--- src/hw/rtl/hkrb_pkg.sv ---
// Shared types, codes and constant tables for the keyboard report builder.
package hkrb_pkg;

    localparam int KEYMAP_ENTRIES = 128;
    localparam int NUM_SLOTS      = 6;
    localparam int NUM_MODIFIERS  = 8;
    localparam int NAMED_LAST     = 40;

    typedef enum logic [1:0] {
        OP_CLEAR  = 2'd0,
        OP_MAP    = 2'd1,
        OP_SYMBOL = 2'd2,
        OP_CHAR   = 2'd3
    } opcode_t;

    typedef enum logic [2:0] {
        ST_OK         = 3'd0,
        ST_UNKNOWN    = 3'd1,
        ST_BAD_UTF8   = 3'd2,
        ST_NOT_MAPPED = 3'd3,
        ST_NO_USAGE   = 3'd4
    } status_t;

    typedef struct packed {
        logic [1:0]  opcode;
        logic [5:0]  key_symbol;
        logic [7:0]  char_byte_0;
        logic [7:0]  char_byte_1;
        logic [7:0]  char_byte_2;
        logic [7:0]  char_byte_3;
        logic [2:0]  char_length;
        logic [6:0]  map_scancode;
        logic [15:0] keymap_value;
        logic        last_arg;
    } in_item_t;

    typedef struct packed {
        logic [7:0] modifier_bits;
        logic [7:0] usage_1;
        logic [7:0] usage_2;
        logic [7:0] usage_3;
        logic [7:0] usage_4;
        logic [7:0] usage_5;
        logic [7:0] usage_6;
        logic [2:0] status;
    } out_item_t;

    // Character table access issued when an item is taken.
    typedef struct packed {
        logic       fire;
        logic       clear_all;
        logic       wr_en;
        logic [7:0] addr;
        logic [6:0] wr_data;
    } tbl_req_t;

    // Decoded item handed to the report stage.
    typedef struct packed {
        logic       fire;
        opcode_t    opcode;
        logic [5:0] key_symbol;
        logic       utf_ok;
        logic       last_arg;
    } dec_item_t;

    function automatic logic [7:0] named_usage(input logic [4:0] idx);
        logic [7:0] u;
        case (idx)
            5'd0:  u = 8'h28;
            5'd1:  u = 8'h29;
            5'd2:  u = 8'h2A;
            5'd3:  u = 8'h2B;
            5'd4:  u = 8'h39;
            5'd30: u = 8'h53;
            5'd31: u = 8'h58;
            default: u = 8'(8'h3A + 8'(idx) - 8'd5);
        endcase
        return u;
    endfunction

    function automatic logic [7:0] scancode_usage(input logic [6:0] sc);
        logic [7:0] u;
        case (sc)
            7'd0:  u = 8'h00; 7'd1:  u = 8'h29; 7'd2:  u = 8'h1E; 7'd3:  u = 8'h1F;
            7'd4:  u = 8'h20; 7'd5:  u = 8'h21; 7'd6:  u = 8'h22; 7'd7:  u = 8'h23;
            7'd8:  u = 8'h24; 7'd9:  u = 8'h25; 7'd10: u = 8'h26; 7'd11: u = 8'h27;
            7'd12: u = 8'h2D; 7'd13: u = 8'h2E; 7'd14: u = 8'h2A; 7'd15: u = 8'h2B;
            7'd16: u = 8'h14; 7'd17: u = 8'h1A; 7'd18: u = 8'h08; 7'd19: u = 8'h15;
            7'd20: u = 8'h17; 7'd21: u = 8'h1C; 7'd22: u = 8'h18; 7'd23: u = 8'h0C;
            7'd24: u = 8'h12; 7'd25: u = 8'h13; 7'd26: u = 8'h2F; 7'd27: u = 8'h30;
            7'd28: u = 8'h28; 7'd29: u = 8'h04; 7'd30: u = 8'h16; 7'd31: u = 8'h07;
            7'd32: u = 8'h09; 7'd33: u = 8'h0A; 7'd34: u = 8'h0B; 7'd35: u = 8'h0D;
            7'd36: u = 8'h0E; 7'd37: u = 8'h0F; 7'd38: u = 8'h33; 7'd39: u = 8'h34;
            7'd40: u = 8'h35; 7'd41: u = 8'hE1; 7'd42: u = 8'h1D; 7'd43: u = 8'h1B;
            7'd44: u = 8'h06; 7'd45: u = 8'h19; 7'd46: u = 8'h05; 7'd47: u = 8'h11;
            7'd48: u = 8'h10; 7'd49: u = 8'h36; 7'd50: u = 8'h37; 7'd51: u = 8'h38;
            7'd52: u = 8'hE5; 7'd53: u = 8'h55; 7'd54: u = 8'hE0; 7'd55: u = 8'h2C;
            7'd56: u = 8'h39; 7'd57: u = 8'h3A; 7'd58: u = 8'h3B; 7'd59: u = 8'h3C;
            7'd60: u = 8'h3D; 7'd61: u = 8'h3E; 7'd62: u = 8'h3F; 7'd63: u = 8'h40;
            7'd64: u = 8'h41; 7'd65: u = 8'h42; 7'd66: u = 8'h43; 7'd67: u = 8'h53;
            7'd68: u = 8'h47; 7'd69: u = 8'h5F; 7'd70: u = 8'h60; 7'd71: u = 8'h61;
            7'd72: u = 8'h56; 7'd73: u = 8'h5C; 7'd74: u = 8'h5D; 7'd75: u = 8'h5E;
            7'd76: u = 8'h57; 7'd77: u = 8'h59; 7'd78: u = 8'h5A; 7'd79: u = 8'h5B;
            7'd80: u = 8'h62; 7'd81: u = 8'h63;
            default: u = 8'h00;
        endcase
        return u;
    endfunction

endpackage

--- src/hw/rtl/hkrb_char_store.sv ---
// Character table memory with per-entry valid flags and registered read.
module hkrb_char_store (
    input  logic              clk,
    input  logic              rst_n,
    input  hkrb_pkg::tbl_req_t req,
    output logic [6:0]        rd_scancode,
    output logic              rd_valid
);
    import hkrb_pkg::*;

    logic [6:0]   mem [256];
    logic [255:0] valid_reg;
    logic [255:0] valid_next;
    logic [6:0]   rd_data_reg;
    logic         rd_valid_reg;

    always_ff @(posedge clk)
    begin
        if (req.fire && req.wr_en)
        begin
            mem[req.addr] <= req.wr_data;
        end
        if (req.fire)
        begin
            rd_data_reg <= mem[req.addr];
        end
    end

    always_comb
    begin
        valid_next = valid_reg;
        if (req.fire && req.clear_all)
        begin
            valid_next = '0;
        end
        else if (req.fire && req.wr_en)
        begin
            valid_next[req.addr] = 1'b1;
        end
    end

    always_ff @(posedge clk or negedge rst_n)
    begin
        if (!rst_n)
        begin
            valid_reg    <= '0;
            rd_valid_reg <= 1'b0;
        end
        else
        begin
            valid_reg <= valid_next;
            if (req.fire)
            begin
                rd_valid_reg <= valid_reg[req.addr];
            end
        end
    end

    assign rd_scancode = rd_data_reg;
    assign rd_valid    = rd_valid_reg;

endmodule

--- src/hw/rtl/hkrb_report_acc.sv ---
// Report stage: applies symbols and characters to the pending report and emits it.
module hkrb_report_acc (
    input  logic                clk,
    input  logic                rst_n,
    input  hkrb_pkg::dec_item_t dec,
    input  logic [6:0]          rd_scancode,
    input  logic                rd_valid,
    output logic                take_ready,
    output logic                out_valid,
    input  logic                out_ready,
    output hkrb_pkg::out_item_t out_item
);
    import hkrb_pkg::*;

    logic       s1_valid_reg;
    opcode_t    s1_opcode_reg;
    logic [5:0] s1_symbol_reg;
    logic       s1_utf_ok_reg;
    logic       s1_last_reg;

    logic [7:0] usage_reg [NUM_SLOTS];
    logic [7:0] usage_next [NUM_SLOTS];
    logic [7:0] mods_reg;
    logic [7:0] mods_next;
    logic [2:0] slots_reg;
    logic [2:0] slots_next;
    logic [2:0] err_reg;
    logic [2:0] err_next;

    logic       out_valid_reg;
    out_item_t  out_item_reg;

    logic       s1_go;
    logic       active;
    logic       put;
    logic [7:0] put_usage;
    logic [7:0] rom_usage;
    logic [4:0] named_idx;

    assign s1_go      = s1_valid_reg && (!s1_last_reg || !out_valid_reg || out_ready);
    assign take_ready = !s1_valid_reg || s1_go;
    assign rom_usage  = scancode_usage(rd_scancode);
    assign named_idx  = 5'(s1_symbol_reg - 6'd8);
    assign active     = s1_go && (err_reg == 3'(ST_OK)) && (int'(slots_reg) < NUM_SLOTS)
                        && (s1_opcode_reg == OP_SYMBOL || s1_opcode_reg == OP_CHAR);

    always_comb
    begin
        mods_next = mods_reg;
        err_next  = err_reg;
        put       = 1'b0;
        put_usage = '0;
        if (active)
        begin
            if (s1_opcode_reg == OP_SYMBOL)
            begin
                if (int'(s1_symbol_reg) < NUM_MODIFIERS)
                begin
                    mods_next = mods_reg | (8'd1 << s1_symbol_reg[2:0]);
                end
                else if (int'(s1_symbol_reg) < NAMED_LAST)
                begin
                    put       = 1'b1;
                    put_usage = named_usage(named_idx);
                end
                else
                begin
                    err_next = 3'(ST_UNKNOWN);
                end
            end
            else if (!s1_utf_ok_reg)
            begin
                err_next = 3'(ST_BAD_UTF8);
            end
            else if (!rd_valid)
            begin
                err_next = 3'(ST_NOT_MAPPED);
            end
            else if (rom_usage == 8'd0)
            begin
                err_next = 3'(ST_NO_USAGE);
            end
            else
            begin
                put       = 1'b1;
                put_usage = rom_usage;
            end
        end
        slots_next = put ? 3'(slots_reg + 3'd1) : slots_reg;
        for (int i = 0; i < NUM_SLOTS; i++)
        begin
            usage_next[i] = (put && slots_reg == 3'(i)) ? put_usage : usage_reg[i];
        end
    end

    always_ff @(posedge clk or negedge rst_n)
    begin
        if (!rst_n)
        begin
            s1_valid_reg  <= 1'b0;
            s1_opcode_reg <= OP_CLEAR;
            s1_symbol_reg <= '0;
            s1_utf_ok_reg <= 1'b0;
            s1_last_reg   <= 1'b0;
            mods_reg      <= '0;
            slots_reg     <= '0;
            err_reg       <= '0;
            out_valid_reg <= 1'b0;
            for (int i = 0; i < NUM_SLOTS; i++)
            begin
                usage_reg[i] <= '0;
            end
        end
        else
        begin
            if (out_valid_reg && out_ready && !(s1_go && s1_last_reg))
            begin
                out_valid_reg <= 1'b0;
            end
            if (dec.fire)
            begin
                s1_valid_reg  <= 1'b1;
                s1_opcode_reg <= dec.opcode;
                s1_symbol_reg <= dec.key_symbol;
                s1_utf_ok_reg <= dec.utf_ok;
                s1_last_reg   <= dec.last_arg;
            end
            else if (s1_go)
            begin
                s1_valid_reg <= 1'b0;
            end
            if (s1_go)
            begin
                if (s1_last_reg)
                begin
                    out_valid_reg <= 1'b1;
                    mods_reg      <= '0;
                    slots_reg     <= '0;
                    err_reg       <= '0;
                    for (int i = 0; i < NUM_SLOTS; i++)
                    begin
                        usage_reg[i] <= '0;
                    end
                end
                else
                begin
                    mods_reg  <= mods_next;
                    slots_reg <= slots_next;
                    err_reg   <= err_next;
                    for (int i = 0; i < NUM_SLOTS; i++)
                    begin
                        usage_reg[i] <= usage_next[i];
                    end
                end
            end
        end
    end

    always_ff @(posedge clk)
    begin
        if (s1_go && s1_last_reg)
        begin
            out_item_reg.modifier_bits <= mods_next;
            out_item_reg.usage_1       <= usage_next[0];
            out_item_reg.usage_2       <= usage_next[1];
            out_item_reg.usage_3       <= usage_next[2];
            out_item_reg.usage_4       <= usage_next[3];
            out_item_reg.usage_5       <= usage_next[4];
            out_item_reg.usage_6       <= usage_next[5];
            out_item_reg.status        <= err_next;
        end
    end

    assign out_valid = out_valid_reg;
    assign out_item  = out_item_reg;

endmodule

--- src/hw/rtl/hid_keyboard_report_builder_unit.sv ---
// Top level of the boot keyboard report builder: UTF-8 decode and table access issue.
//
// Key arguments arrive one per transfer on the input channel (in_valid, in_ready,
// in_item). Each argument either maintains the character table (clear, map entry
// write) or adds to the pending report (key symbol, character). The argument marked
// last produces one report transfer on the output channel (out_valid, out_ready,
// out_item) carrying the modifier byte, six usage slots and the first error status.
// A new argument can be taken every cycle unless a last argument waits for the output
// register. The character table is a 256-entry synchronous memory read when the argument
// is taken; the report stage uses the registered read data with the registered argument,
// and a report goes from that stage register to the output register. Table writes and
// clears act at the same point, so later arguments always see them without any interlock.
// The report waits in an output register. While it is not taken, arguments that do
// not end a report keep flowing; the next last argument holds until the register
// frees. Reset empties the pipeline, the valid flags of the character table and the
// pending report; table contents stay undefined until written.
module hid_keyboard_report_builder_unit (
    input  logic                clk,
    input  logic                rst_n,
    input  logic                in_valid,
    output logic                in_ready,
    input  hkrb_pkg::in_item_t  in_item,
    output logic                out_valid,
    input  logic                out_ready,
    output hkrb_pkg::out_item_t out_item
);
    import hkrb_pkg::*;

    logic       fire;
    logic [2:0] len;
    logic [7:0] b0;
    logic [7:0] b1;
    logic [7:0] b2;
    logic [7:0] b3;
    logic       c1;
    logic       c2;
    logic       c3;
    logic [20:0] cp;
    logic       utf_ok;
    tbl_req_t   req;
    dec_item_t  dec;
    logic [6:0] rd_scancode;
    logic       rd_valid;
    logic       take_ready;

    assign fire = in_valid && in_ready;
    assign len  = (in_item.char_length > 3'd4) ? 3'd4 : in_item.char_length;
    assign b0   = in_item.char_byte_0;
    assign b1   = in_item.char_byte_1;
    assign b2   = in_item.char_byte_2;
    assign b3   = in_item.char_byte_3;
    assign c1   = (b1[7:6] == 2'b10);
    assign c2   = (b2[7:6] == 2'b10);
    assign c3   = (b3[7:6] == 2'b10);

    always_comb
    begin
        cp     = '0;
        utf_ok = 1'b0;
        if (len == 3'd0)
        begin
            utf_ok = 1'b0;
        end
        else if (b0[7] == 1'b0)
        begin
            cp     = 21'(b0);
            utf_ok = 1'b1;
        end
        else if (b0[7:5] == 3'b110)
        begin
            cp     = {10'd0, b0[4:0], b1[5:0]};
            utf_ok = (len >= 3'd2) && c1 && (cp >= 21'h80);
        end
        else if (b0[7:4] == 4'b1110)
        begin
            cp     = {5'd0, b0[3:0], b1[5:0], b2[5:0]};
            utf_ok = (len >= 3'd3) && c1 && c2 && (cp >= 21'h800)
                     && !(cp >= 21'hD800 && cp <= 21'hDFFF);
        end
        else if (b0[7:3] == 5'b11110)
        begin
            cp     = {b0[2:0], b1[5:0], b2[5:0], b3[5:0]};
            utf_ok = (len == 3'd4) && c1 && c2 && c3 && (cp >= 21'h10000)
                     && (cp <= 21'h10FFFF);
        end
    end

    always_comb
    begin
        req.fire      = fire;
        req.clear_all = (in_item.opcode == OP_CLEAR);
        req.wr_en     = (in_item.opcode == OP_MAP)
                        && (int'(in_item.map_scancode) < KEYMAP_ENTRIES);
        req.addr      = (in_item.opcode == OP_CHAR) ? cp[7:0] : in_item.keymap_value[7:0];
        req.wr_data   = in_item.map_scancode;

        dec.fire       = fire;
        dec.opcode     = opcode_t'(in_item.opcode);
        dec.key_symbol = in_item.key_symbol;
        dec.utf_ok     = utf_ok;
        dec.last_arg   = in_item.last_arg;
    end

    hkrb_char_store u_store (
        .clk         (clk),
        .rst_n       (rst_n),
        .req         (req),
        .rd_scancode (rd_scancode),
        .rd_valid    (rd_valid)
    );

    hkrb_report_acc u_acc (
        .clk         (clk),
        .rst_n       (rst_n),
        .dec         (dec),
        .rd_scancode (rd_scancode),
        .rd_valid    (rd_valid),
        .take_ready  (take_ready),
        .out_valid   (out_valid),
        .out_ready   (out_ready),
        .out_item    (out_item)
    );

    assign in_ready = take_ready;

endmodule

--- config.mk ---
export PLATFORM = sky130hd
export DESIGN_NAME = hid_keyboard_report_builder_unit
export DESIGN_NICKNAME = d
export VERILOG_FILES = /design/src/hw/rtl/hkrb_pkg.sv /design/src/hw/rtl/hkrb_char_store.sv /design/src/hw/rtl/hkrb_report_acc.sv /design/src/hw/rtl/hid_keyboard_report_builder_unit.sv
export SDC_FILE = /design/constraint.sdc
export NUM_CORES = 2
export LEC_CHECK = 0
export ABC_AREA = 1
export BUFFER_PORTS_ARGS = -buffer_cell sky130_fd_sc_hd__buf_2
export CORE_MARGIN = 2
export CORE_UTILIZATION = 50
export DETAILED_ROUTE_END_ITERATION = 10
export PLACE_DENSITY = 0.72
export SLEW_MARGIN = 20
export SYNTH_ARGS = -nofsm -noshare
export SYNTH_HDL_FRONTEND = slang
export SYNTH_SLANG_ARGS = --single-unit
--- constraint.sdc ---
create_clock -name clk -period 8.2 [get_ports clk]
set_input_delay 0.82 -clock clk [delete_from_list [all_inputs] [get_ports clk]]
set_output_delay 0.82 -clock clk [all_outputs]
set_load 0.01 [all_outputs]
==> flow_summary.toml <==
[outcome]
status = "finished, final reports clean"

[route]
dr.pass1.iters = 9
post_drt_wl_per_cell_um = 23.2
routed_via_density = 5.90
drt_wl_total_mm = 230
ant_nets = 0
drt_drc_violations_left = 0
vias = 58400
first_iter_violations = 8208

[timing]
hold_viol_final = 0
fin_worst_skew_ns = 0.0611
final.period_utilization = 0.603
fin_hold_ws_ns = 0.0343
drv_slew = 0
tightest_slew_ns = 1.29
fin_setup_tns_ns = 0
rsz0062_at_grt = "false"
relSlewSlack = 0.139
period_needed_ns = 4.94
max_freq_mhz = 202
setup_viol = 0

[cts]
post_cts_buffers = 0
root_buffer = "clkbuf_16"
htreeDepth = 4
cts_made_buffers = 206
cts_sinks = 2189
cts_tree = "done"
hold_buffers = 0
insertion_delay_ns = 0.85
clk_pin_slew_ns = 0.06
clock_path_buffers = 3
cts_resized = 0

[worst_setup_path]
worst_path_dominant_cell_family = "simple AND/OR/NAND/NOR gates"
required_ns = 8.63
crit_buf_inv = 4
r2r_setup_slack_ns = 3.26
cp-start-kind = "flop"
r2r_start = "u_acc.s1_last_reg"
r2r_end = "u_store.mem[133][1]"
path_class = "reg -> reg"
crit_chain = "nand3_1 > nand2_1 > inv_1 > buf_4 > nand2_1 > nor2_1 > inv_1 > nor3_1 > nand2_2 > buf_4 > nor2_1"
crit_slowest_cell = "nand2_2"
endpoint_kind = "flop"
critPathMaxFanout = 28
reg2regPathDepth = 11
critPathLaunch = "u_acc.s1_last_reg"
crit_arrival_ns = 5.37
cpPeakStageDelay_ns = 0.93

[floorplan]
core_area_um2 = 176000
rows = 154
start_util = 0.503
fp.dieH_um = 425
die-area_um2 = 180000
io-pin-count = 132
die_w_um = 425

[yosys]
synth_edf_count = 1858
syn-instance-count = 7391
ys_seq_area_frac = 0.724
syn-num-nets = 7484
synth.distinct_cells = 41
synthArstFlopShare = 0.151
synth_top_cell_area_share = 0.630
ys_warn_count = 0
syn_area_um2 = 88500
synth-main-ff-cell = "edfxtp_1"
synthTopCellsByArea = "edfxtp_1 (63%), dfrtp_1 (9.4%), nand2_1 (9.3%), a22oi_1 (6.4%), nor2_1 (2.8%)"
avgSynthCellArea_um2 = 12.0
ys_ff_latch = 2189
yosys.area.top_type = "edfxtp_1"

[power_and_ir_drop]
vdd_ir_drop_max_mv = 0.220
p_leak_nw = 36.0
power_density_nw_per_um2 = 238

[finish]
drive_above_1_share = 0.0764
final_cells = 9898
largest_reg_flops = 1792
final_nets = 7475
fin_area_um2 = 98000
fill_cells = 13900
areaGrowthSynthToFinish_pct = 10.7
finish.utilization = 0.557

[grt]
grt_pass1_vias = 56400
grt_start_max_net_pins = 177
antenna_found_initial = 10
grt_overflow_total = 0
grt_first_pass_wirelength_mm = 344
track_usage = 0.250

[job]
drv_cap = 0

[placed_design]
placed_area_um2 = 91400
dp_hpwl_mm = 129
globalplace.congestion = 0.893
post-place-cells = 9512
io_buffers = 123

[hold_path]
hold_path.class = "in -> async"
[worst reg2reg max path, cell delays in order, from the launching register on]
cell	delay (ns)
dfrtp_1	0.44
nand3_1	0.15
nand2_1	0.14
inv_1	0.08
buf_4	0.35
nand2_1	0.13
nor2_1	0.29
inv_1	0.16
nor3_1	0.75
nand2_2	0.93
buf_4	0.57
nor2_1	0.55
[per-layer routing]
| layer | global-route usage | wire length [µm] | share of wire |
|---|---|---|---|
| met5 | 0 | 41 | 0.00018 |
| met2 | 0.390 | 106000 | 0.46 |
| met1 | 0.346 | 91000 | 0.40 |
| met4 | 0.106 | 9930 | 0.043 |
| met3 | 0.0467 | 22600 | 0.099 |
[logic make-up (layout without fill, tap and decap cells)]
family	after synthesis	count (layout)	synth area share
flip-flops	2189	2189	0.724
buffers and inverters	839	1003	0.0397
AO/OA/AOI/OAI	1254	1254	0.0973
other	0	3	0
adder cells (fa/ha/maj)	22	22	0.00311
AND/OR/NAND/NOR	3083	3083	0.135
XOR/XNOR	4	4	0.000396
[power breakdown]
group	internal (mW)	switching (mW)	leakage (nW)
Sequential	12.1	0.0510	21.3
Combinational	0.489	1.39	11.5
Clock	5.10	4.15	3.16
Total	17.7	5.60	36.0
[area by class of cell]
type / count / area, µm² / share of cell area
clock buffers: 277 / 5550 / 0.0567
clock inverters: 104 / 1010 / 0.0103
repair buffers: 255 / 2000 / 0.0204
inverters: 367 / 1390 / 0.0142
flip-flops and latches: 2189 / 64100 / 0.654
well taps: 2340 / 2930 / 0.0299
diodes: 3 / 7.51 / 0.0000766
multi-input cells: 4363 / 21000 / 0.215
[how the worst max path moves through the flow]
| stage | slack [ns] | depth (start not counted) | endpoint |
|---|---|---|---|
| floorplan | 5.02 | 13 | u_store.mem[148][0] |
| global placement | 2.56 | 12 | u_store.mem[3][2] |
| detailed placement | 2.56 | 12 | u_store.mem[3][3] |
| global route | 2.99 | 13 | u_store.mem[133][1] |
| finish | 3.26 | 11 | u_store.mem[133][1] |
| CTS | 3.32 | 11 | u_store.mem[133][1] |
[synth_stat cells (3+ instances only)]
| master | n |
|---|---|
| buf_2 | 186 |
| o2111ai_1 | 3 |
| nand3b_1 | 4 |
| nor2_2 | 3 |
| inv_1 | 362 |
| a22oi_1 | 759 |
| a31oi_1 | 10 |
| buf_4 | 5 |
| and2_1 | 3 |
| buf_1 | 52 |
| o31ai_1 | 7 |
| nor2_1 | 662 |
| o21a_1 | 3 |
| nand3_1 | 120 |
| o21ai_0 | 157 |
| a21oi_1 | 36 |
| dfrtp_1 | 331 |
| o22ai_1 | 257 |
| buf_6 | 15 |
| clkbuf_1 | 214 |
| xnor2_1 | 3 |
| o211ai_1 | 11 |
| nand2_1 | 2193 |
| nand4_1 | 76 |
| inv_2 | 4 |
| nand2_2 | 4 |
| edfxtp_1 | 1858 |
| o221ai_1 | 4 |
| ha_1 | 22 |
| nor3_1 | 13 |
[layout by cell type (no fill, tap or decap), types with 24 or more instances in the layout]
cell	Yosys	layout
clkinv_1	1	43
nand4_1	76	76
clkbuf_1	214	59
dfrtp_1	331	331
clkbuf_16	0	207
nor2_1	662	658
a22oi_1	759	759
buf_4	5	106
a21oi_1	36	36
edfxtp_1	1858	1858
o22ai_1	257	257
nand3_1	120	120
buf_12	0	24
clkinv_2	0	27
buf_2	186	115
nand2_1	2193	2174
inv_1	362	359
o21ai_0	157	157
[metrics by stage]
stage	setup slack [ns]	total power [mW]
5_1_grt	2.99	24.0
4_1_cts	3.32	23.4
6_report	3.26	23.3
3_5_place_dp	2.56	14.3
2_1_floorplan	5.02	13.5
3_3_place_gp	2.56	14.2
Note: power is estimated with default switching activity, not from simulation.
